**src/kpir_pkg.sv**
```systemverilog
package kpir_pkg;

    // Item kinds on the input channel.
    localparam logic KIND_SCAN = 1'b0;
    localparam logic KIND_BIT  = 1'b1;

    // Frame layout: start bit, seven data bits, parity, stop.
    localparam int unsigned FRAME_LEN = 10;
    localparam int unsigned DATA_LEN  = 7;
    localparam int unsigned POS_W     = 4;
    localparam logic [POS_W-1:0] LAST_POS = POS_W'(FRAME_LEN - 1);

    // Configuration register map.
    localparam int unsigned APB_ADDR_W = 3;
    localparam logic [APB_ADDR_W-3:0] REG_PARITY_ODD = '0;

    // ASCII bases for the hex digit.
    localparam logic [DATA_LEN-1:0] ASCII_ZERO   = 7'h30;
    localparam logic [DATA_LEN-1:0] ASCII_A_BASE = 7'h37;

    // One result item.
    typedef struct packed {
        logic [1:0]          column_select;
        logic                carrier_on;
        logic                frame_active;
        logic                key_valid;
        logic [DATA_LEN-1:0] key_char;
    } t_result;

    // Key number to ASCII hex digit.
    function automatic logic [DATA_LEN-1:0] hex_digit(input logic [3:0] k);
        logic [DATA_LEN-1:0] kx;
        kx = {3'b000, k};
        return (k < 4'd10) ? (ASCII_ZERO + kx) : (ASCII_A_BASE + kx);
    endfunction

endpackage

```
**src/keypad_scan_ir_frame_tx.sv**
```systemverilog
// Keypad scanner with an infrared frame transmitter.
// Input channel (i_in_valid / o_in_ready) carries ticks: a scan tick
// (i_kind = 0) with the row levels of the driven column, or a bit tick
// (i_kind = 1) that sends one frame bit. Every accepted tick yields exactly
// one result on the output channel (o_out_valid / i_out_ready): the column
// to drive next, carrier level, frame activity and any newly pressed key.
// A result appears in the cycle after its tick is accepted. The state update and
// the result are computed in a single pass of logic into the result register,
// so one tick per cycle is accepted while the receiver keeps taking results.
// When the receiver stalls, the result register holds its transfer and the
// input channel stops accepting until that result is taken.
// The APB port holds one register, parity_odd, at byte address 0; pready is
// always high and writes complete in the access cycle.
// Synchronous active-low reset clears all key marks, sets column 0, stops any
// frame, turns the carrier off, empties the result register and sets
// parity_odd to odd.
module keypad_scan_ir_frame_tx
    import kpir_pkg::*;
(
    input  logic                  i_clk,
    input  logic                  i_rst_n,
    // Tick input channel
    input  logic                  i_in_valid,
    output logic                  o_in_ready,
    input  logic                  i_kind,
    input  logic [3:0]            i_row_levels,
    // Result output channel
    output logic                  o_out_valid,
    input  logic                  i_out_ready,
    output logic [1:0]            o_column_select,
    output logic                  o_carrier_on,
    output logic                  o_frame_active,
    output logic                  o_key_valid,
    output logic [DATA_LEN-1:0]   o_key_char,
    // Configuration port
    input  logic                  psel,
    input  logic                  penable,
    input  logic                  pwrite,
    input  logic [APB_ADDR_W-1:0] paddr,
    input  logic [31:0]           pwdata,
    output logic [31:0]           prdata,
    output logic                  pready
);

    logic                r_parity_odd;
    logic [15:0]         r_key_pressed, n_key_pressed;
    logic [1:0]          r_scan_column, n_scan_column;
    logic [FRAME_LEN-1:0] r_frame_bits, n_frame_bits;
    logic [POS_W-1:0]    r_bit_position, n_bit_position;
    logic                r_sending, n_sending;
    logic                r_carrier, n_carrier;
    logic                r_out_valid;
    t_result             r_result, n_result;

    logic                in_xfer;
    logic                cfg_write;
    logic                found;
    logic [DATA_LEN-1:0] found_char;
    logic                parity;

    assign in_xfer    = i_in_valid && o_in_ready;
    assign o_in_ready = !r_out_valid || i_out_ready;

    // Configuration register access.
    assign pready    = 1'b1;
    assign cfg_write = psel && penable && pwrite && pready
                       && (paddr[APB_ADDR_W-1:2] == REG_PARITY_ODD);
    assign prdata    = (paddr[APB_ADDR_W-1:2] == REG_PARITY_ODD)
                       ? {31'd0, r_parity_odd} : 32'd0;

    always_ff @(posedge i_clk) begin
        if (!i_rst_n) begin
            r_parity_odd <= 1'b1;
        end else if (cfg_write) begin
            r_parity_odd <= pwdata[0];
        end
    end

    // Scan the driven column; the highest new row sets the character.
    always_comb begin
        n_key_pressed = r_key_pressed;
        found         = 1'b0;
        found_char    = '0;
        for (int r = 0; r < 4; r++) begin
            if (!i_row_levels[r]) begin
                if (!r_key_pressed[{r[1:0], r_scan_column}]) begin
                    n_key_pressed[{r[1:0], r_scan_column}] = 1'b1;
                    found      = 1'b1;
                    found_char = hex_digit({r[1:0], r_scan_column});
                end
            end else begin
                n_key_pressed[{r[1:0], r_scan_column}] = 1'b0;
            end
        end
    end

    assign parity = (^found_char) ^ r_parity_odd;

    // Next state of the scanner and the frame sender.
    always_comb begin
        n_scan_column  = r_scan_column;
        n_frame_bits   = r_frame_bits;
        n_bit_position = r_bit_position;
        n_sending      = r_sending;
        n_carrier      = r_carrier;
        if (i_kind == KIND_SCAN) begin
            n_scan_column = r_scan_column + 2'd1;
            if (found) begin
                n_frame_bits   = {1'b1, parity, found_char, 1'b0};
                n_bit_position = '0;
                n_sending      = 1'b1;
            end
        end else if (r_sending) begin
            if (r_bit_position <= LAST_POS) begin
                n_carrier = !r_frame_bits[r_bit_position];
            end else begin
                n_carrier = 1'b0;
            end
            n_bit_position = r_bit_position + POS_W'(1);
            if (r_bit_position >= LAST_POS) begin
                n_sending = 1'b0;
            end
        end
    end

    // Result of this tick.
    always_comb begin
        n_result.column_select = n_scan_column;
        n_result.carrier_on    = n_carrier;
        n_result.frame_active  = n_sending;
        n_result.key_valid     = (i_kind == KIND_SCAN) && found;
        n_result.key_char      = (i_kind == KIND_SCAN) ? found_char : '0;
    end

    // State registers, updated on each accepted tick.
    always_ff @(posedge i_clk) begin
        if (!i_rst_n) begin
            r_key_pressed  <= '0;
            r_scan_column  <= '0;
            r_frame_bits   <= '0;
            r_bit_position <= '0;
            r_sending      <= 1'b0;
            r_carrier      <= 1'b0;
        end else if (in_xfer) begin
            r_key_pressed  <= (i_kind == KIND_SCAN) ? n_key_pressed : r_key_pressed;
            r_scan_column  <= n_scan_column;
            r_frame_bits   <= n_frame_bits;
            r_bit_position <= n_bit_position;
            r_sending      <= n_sending;
            r_carrier      <= n_carrier;
        end
    end

    // Output register; holds its transfer while the receiver stalls.
    always_ff @(posedge i_clk) begin
        if (!i_rst_n) begin
            r_out_valid <= 1'b0;
        end else if (in_xfer) begin
            r_out_valid <= 1'b1;
        end else if (i_out_ready) begin
            r_out_valid <= 1'b0;
        end
    end

    always_ff @(posedge i_clk) begin
        if (in_xfer) begin
            r_result <= n_result;
        end
    end

    assign o_out_valid     = r_out_valid;
    assign o_column_select = r_result.column_select;
    assign o_carrier_on    = r_result.carrier_on;
    assign o_frame_active  = r_result.frame_active;
    assign o_key_valid     = r_result.key_valid;
    assign o_key_char      = r_result.key_char;

    // A frame in flight never points past its stop bit.
    a_pos_in_frame: assert property (@(posedge i_clk) disable iff (!i_rst_n)
        r_sending |-> (r_bit_position <= LAST_POS))
        else $error("bit position beyond stop bit while sending");

    // An accepted scan tick moves to the next column.
    a_column_advance: assert property (@(posedge i_clk) disable iff (!i_rst_n)
        (in_xfer && (i_kind == KIND_SCAN)) |=>
        (r_scan_column == $past(r_scan_column) + 2'd1))
        else $error("scan column did not advance");

    // A reported key always starts a fresh frame.
    a_key_starts_frame: assert property (@(posedge i_clk) disable iff (!i_rst_n)
        (r_out_valid && r_result.key_valid) |->
        (r_sending || (r_result.key_char == '0)) && r_result.frame_active)
        else $error("new key without an active frame");

    // The character is zero exactly when no key is reported.
    a_char_zero: assert property (@(posedge i_clk) disable iff (!i_rst_n)
        r_out_valid |-> (r_result.key_valid == (r_result.key_char != '0)))
        else $error("key character disagrees with key flag");

    // A bit tick leaves the key marks alone.
    a_bit_keeps_keys: assert property (@(posedge i_clk) disable iff (!i_rst_n)
        (in_xfer && (i_kind == KIND_BIT)) |=> $stable(r_key_pressed))
        else $error("key marks changed on a bit tick");

endmodule

```
**config.mk**
```make
export PLATFORM = sky130hd
export DESIGN_NAME = keypad_scan_ir_frame_tx
export DESIGN_NICKNAME = d
export VERILOG_FILES = /design/src/kpir_pkg.sv /design/src/keypad_scan_ir_frame_tx.sv
export SDC_FILE = /design/constraint.sdc
export NUM_CORES = 1
export LEC_CHECK = 0
export ABC_AREA = 1
export BUFFER_PORTS_ARGS = -buffer_cell sky130_fd_sc_hd__buf_2
export CORE_MARGIN = 1.5
export CORE_UTILIZATION = 45
export DETAILED_ROUTE_END_ITERATION = 16
export PLACE_DENSITY = 0.82
export SYNTH_ARGS = -nofsm -noshare
export SYNTH_HDL_FRONTEND = slang
export SYNTH_SLANG_ARGS = --single-unit
```
**constraint.sdc**
```tcl
create_clock -name i_clk -period 1.7 [get_ports i_clk]
set_clock_uncertainty 0.15 [all_clocks]
set_input_delay 0.34 -clock i_clk [delete_from_list [all_inputs] [get_ports i_clk]]
set_output_delay 0.34 -clock i_clk [all_outputs]
set_load 0.01 [all_outputs]
```
# Yosys cells after proc, flatten, opt, wreduce, memory -nomap -nowiden
# Cells that the tools add are included.
dict set report op_classes {
  n_addsub 8
  magnitude_cmp 13
  n_eq_ne 1
  n_mux 58
  n_bitwise 15
  n_reduce_logical 18
}
# cell count
set op_table {}
lappend op_table {{16-bit two-way mux} 8}
lappend op_table {{7-bit two-way mux} 10}
lappend op_table {{16-bit AND} 4}
lappend op_table {{1-bit two-way mux} 27}
lappend op_table {{6-bit by 4-bit adder with 7-bit output (first input constant)} 3}
lappend op_table {{12-bit NOT with 16-bit output} 1}
lappend op_table {{16-bit NOT} 1}
lappend op_table {{4-bit NOT with 16-bit output} 1}
lappend op_table {{8-bit NOT with 16-bit output} 1}
lappend op_table {{16-bit by 12-bit OR with 16-bit output} 1}
lappend op_table {{16-bit OR} 1}
lappend op_table {{16-bit by 4-bit OR with 16-bit output} 1}
lappend op_table {{16-bit by 8-bit OR with 16-bit output} 1}
lappend op_table {{4-bit by 5-bit less-than comparator with 1-bit output (second input constant)} 3}
lappend op_table {{6-bit by 2-bit adder with 7-bit output (first input constant)} 2}
lappend op_table {{4-bit two-way mux} 3}
lappend op_table {{1-bit logical AND} 9}
lappend op_table {{1-bit binary-select mux with 2-bit select} 4}
lappend op_table {{1-bit demux with 2-bit select} 4}
lappend op_table {{4-bit by 1-bit greater-or-equal comparator with 1-bit output (second input constant)} 2}
lappend op_table {{6-bit by 3-bit adder with 7-bit output (first input constant)} 1}
lappend op_table {{7-bit parity} 1}
lappend op_table {{3-bit AND reduction} 2}
lappend op_table {{2-bit by 5-bit less-than comparator with 1-bit output (second input constant)} 1}
lappend op_table {{other kinds (18)} 21}
dict set report totals {
  ff_bits 47
  in_bits 47
}

# Logic depth before layout (Yosys ltp)
dict set report depth {
  depth_word 16
  mapped_depth 17
  depth_no_buf 17
}

# Least setup slack after synthesis
# No wires, ideal clock.
dict set report synth_path {
  path_kind {register to register}
  start {register r_scan_column[1]}
  end {register r_frame_bits[8]}
  setup_ns 0.109
  t_arrival_ns 1.525
  path_slack_ns -0.084
  path_stages_with_launch 15
  synth_period_minus_slack_ns 1.784
  path_cell_list {dfxtp_1 -> inv_2 -> ha_1 -> nand2_1 -> nor2_1 -> a21oi_1 -> nand2_1 -> nand3_1 -> nand2_1 -> nand3_1 -> nand2_1 -> nand2_1 -> nand3_1 -> nand2_1 -> inv_1}
}
dict set report synth_between {
  elab_chain_cells 12
}
# element line_no
set synth_lines {}
lappend synth_lines {{start, declared} keypad_scan_ir_frame_tx.sv:47} ;# logic [1:0] r_scan_column, n_scan_column;
lappend synth_lines {{start signal, assigned} keypad_scan_ir_frame_tx.sv:146} ;# r_scan_column <= n_scan_column;
lappend synth_lines {{6-bit by 2-bit adder with 7-bit output, or another cell as far along} kpir_pkg.sv:34} ;# return (k < 4'd10) ? (ASCII_ZERO + kx) : (ASCII_A_BASE + kx);
lappend synth_lines {{7-bit two-way mux / 1-bit two-way mux (equally long branches)} {kpir_pkg.sv:34, keypad_scan_ir_frame_tx.sv:86}}
lappend synth_lines {{7-bit two-way mux} keypad_scan_ir_frame_tx.sv:86} ;# if (!r_key_pressed[{r[1:0], r_scan_column}]) begin
lappend synth_lines {{7-bit two-way mux} keypad_scan_ir_frame_tx.sv:85} ;# if (!i_row_levels[r]) begin
lappend synth_lines {{7-bit two-way mux} keypad_scan_ir_frame_tx.sv:86}
lappend synth_lines {{7-bit two-way mux} keypad_scan_ir_frame_tx.sv:85}
lappend synth_lines {{7-bit two-way mux} keypad_scan_ir_frame_tx.sv:86}
lappend synth_lines {{7-bit two-way mux} keypad_scan_ir_frame_tx.sv:85}
lappend synth_lines {{7-bit two-way mux} keypad_scan_ir_frame_tx.sv:86}
lappend synth_lines {{7-bit two-way mux} keypad_scan_ir_frame_tx.sv:85}
lappend synth_lines {{7-bit parity} keypad_scan_ir_frame_tx.sv:97} ;# assign parity = (^found_char) ^ r_parity_odd;
lappend synth_lines {{1-bit XOR} keypad_scan_ir_frame_tx.sv:97}
lappend synth_lines {{end signal, assigned} keypad_scan_ir_frame_tx.sv:147} ;# r_frame_bits <= n_frame_bits;
lappend synth_lines {{end, declared} keypad_scan_ir_frame_tx.sv:48} ;# logic [FRAME_LEN-1:0] r_frame_bits, n_frame_bits;
# Parallel ways exist; a longest one is shown, timed or not. The select of a mux whose other input is x is not followed.
# A chain may end at the register's enable or synchronous reset.

# Final worst setup path
dict set report layout_path {
  start {register r_scan_column[0]}
  end {register r_frame_bits[4]}
}
dict set report layout_between {
  elab_chain_cells 11
}
# element
set layout_lines {}
lappend layout_lines {{branches (longest 11 deep; another with 6-bit by 2-bit adder with 7-bit output)}}
# Parallel ways; which one is timed is not known. The select of a mux whose other input is x is not followed.

==> out/metrics.yaml <==
layout.cells.non_filler: 471
powerDensity_nw_per_um2: 853
yosysTopAreaCell: "dfxtp_1"
yosys-top-cells-count: "nand2_1, nor2_1, dfxtp_1"
antenna_found_initial: 0
worst_slack_ns: -0.220
fp-row-count: 27
nFillCells: 428
violations: "setup timing"
hold_violations: 0
ys_ff_latch: 45
ys_types: 35
place_congestion: 0.884
drc: 0
use_met2_pct: 33.4
initial_core_util_pct: 46.3
swShare_pct: 31.3
numCtsBuffers: 5
die_h_um: 78.1
clockPowerShare_pct: 29.5
tightest_slew_ns: 0.527
ir_worst_vdd_mv: 0.463
cts.sink_count: 45
dominantRegCellSynth: "dfxtp_1"
drive_above_1_share_pct: 34.6
synth_area_leaders: "dfxtp_1, edfxtp_1, buf_4"
setup_viol: 22
design.core.area_um2: 5470
grt_setup_unrepaired: "yes"
synth-async-reset-ratio_pct: 0
ctsHoldBuffers: 0
design_area_um2: 3250
slew_viol_final: 0
antenna_cells: 0
syn_area_um2: 2530
drt_wl_total_mm: 6.51
timing.final.crit_share_pct: 113
dp_hpwl_mm: 3.90
min_path_type: "primary input to flop"
vias_per_cell: 5.28
grtUsageMet3_pct: 3.95
critPathKind: "flop to flop"
synth_edf_count: 11
post-place-ws_ns: -0.246
slew_headroom_pct: 64.5
worstHoldStart: "pwdata[0]"
met1_usage_pct: 22.2
cts_tree: "done"
yosysWarnings: 0
clkTransAtPathRegs_ns: 0.09
critPathRequiredTime_ns: 1.78
die_area_um2: 6090
initialDrtViolationCount: 328
vias: 2487
insertion_delay_ns: 0.30
status: "finished, violations left"
synth_top_area_share_pct: 26.9
comb_power_share_pct: 27.2
cp-startpoint: "r_scan_column[0]"
critPathArrivalTime_ns: 2.00
htreeDepth: 2
placedCellCount: 454
fmaxAchievable_mhz: 521
cp-end-kind: "flop"
p_int_mw: 1.90
p_sw_uw: 868
clock_path_buffers: 2
wl_per_cell_um: 13.8
top_usage_layer: "met2"
finalCriticalPeriod_ns: 1.92
grt_max_degree: 25
place.port_buffers: 28
first_pass_iters: 5
p_leak_nw: 1.47
maxCapViolCount: 0
overflow: 0
grt_pass1_wl_mm: 9.34
pwr-share-seq_pct: 43.4
cts-root-buf: "clkbuf_8"
grt_pass1_vias: 2162
synth.most_common_cell: "nand2_1"
start_kind: "flop"
ioPinCount: 94
worstPathMaxFanout: 11
rr_startpoint: "r_scan_column[0]"
postRouteAntennaNets: 0
syn_area_per_cell_um2: 7.64
fp.dieW_um: 78.1
post_dp_cell_area_um2: 2830
grtUsageTotal_pct: 19.3
nets: 452
syn-instance-count: 332
area_growth_pct: 28.2
ys_seq_area_share_pct: 39.9
[cell type report]
cell class              instances  area, um2  share of cell area, %
multi-input cells             247       1430                   44.1
well taps                      72       90.1                   2.77
clock inverters                 3       46.3                   1.42
clock buffers                   5       68.8                   2.12
flip-flops and latches         45       1020                   31.4
inverters                      31        136                   4.20
repair buffers                 68        455                   14.0
[per-stage QoR]
stage / power (mW) / hold slack (ns) / util (%) / setup TNS [ns]
final: 2.77 / 0.105 / 59.4 / -2.72
after global routing: 2.89 / 0.133 / 59.4 / -5.43
after CTS: 2.65 / 0.114 / 55.8 / -1.37
after detailed placement: 1.80 / 0.299 / 51.7 / -2.84
after global placement: 1.79 / 0.294 / 51.7 / -1.83
after floorplan: 1.64 / 0.279 / - / 0
[cells by family after synthesis]
group,Yosys count,synth area share (%)
buffers and inverters,70,15.9
AND/OR/NAND/NOR,132,23.9
other,2,0.296
XOR/XNOR,2,0.691
flip-flops,45,39.9
adder cells (fa/ha/maj),7,3.45
AO/OA/AOI/OAI,74,15.8
[routing by layer]
layer / vias to the layer above / routed length, um
met1: 1144 / 2530
met5: - / 0
met3: 28 / 525
met4: 0 / 212
li1: 1165 / -
met2: 150 / 3240
[placed cells by master (no fill, tap or decap), types with 2 or more instances in the layout]
master / Yosys / routed
buf_4: 33 / 37
nand2_1: 50 / 36
nor2_1: 37 / 33
conb_1: 2 / 32
a21oi_1: 32 / 31
dfxtp_1: 34 / 31
buf_2: 1 / 28
inv_1: 26 / 22
o21ai_0: 30 / 22
nand3_1: 26 / 17
nand2_2: 7 / 15
edfxtp_1: 11 / 11
o21ai_1: 4 / 10
nand3_2: 0 / 8
nand2_4: 2 / 8
ha_1: 7 / 5
clkbuf_8: 0 / 5
inv_2: 4 / 4
nor2_2: 2 / 4
nor2_4: 1 / 3
a211oi_2: 1 / 2
a31oi_1: 2 / 2
inv_6: 0 / 2
nand3_4: 1 / 2
o21ai_2: 0 / 2
nand4_1: 2 / 2
ha_4: 0 / 2
buf_6: 2 / 2
dfxtp_4: 0 / 2
[critical path, stage by stage (launching register included)]
cell     delay, ns
dfxtp_4       0.41
buf_8         0.15
nand2_1       0.07
nand3_2       0.07
nand2_2       0.09
nand2_4       0.13
inv_6         0.06
o21ai_4       0.20
buf_4         0.16
inv_4         0.06
buf_4         0.14
a21oi_1       0.16
[final timing paths]
check / slack [ns] / cells after the start / to
min reg2reg: 0.31 / 2 / r_frame_bits[9]
min: 0.10 / 3 / r_parity_odd
max reg2reg: -0.22 / 11 / r_frame_bits[4]
max: -0.22 / 11 / r_frame_bits[4]
[power by group through the flow]
stage / Sequential (mW) / Combinational (mW) / Clock (mW)
floorplan: 1.23 / 0.409 / 0
global placement: 1.22 / 0.571 / 0
detailed placement: 1.22 / 0.583 / 0
CTS: 1.20 / 0.630 / 0.824
global route: 1.21 / 0.812 / 0.874
finish: 1.20 / 0.754 / 0.817
[timing repair]
action                                  in CTS  in global routing
pin swaps                                   13                 21
endpoints found under the setup margin      29                 38
buffers inserted                             5                  4
resized for setup                           22                 50
No activity file was read; power rests on OpenSTA's default activity.
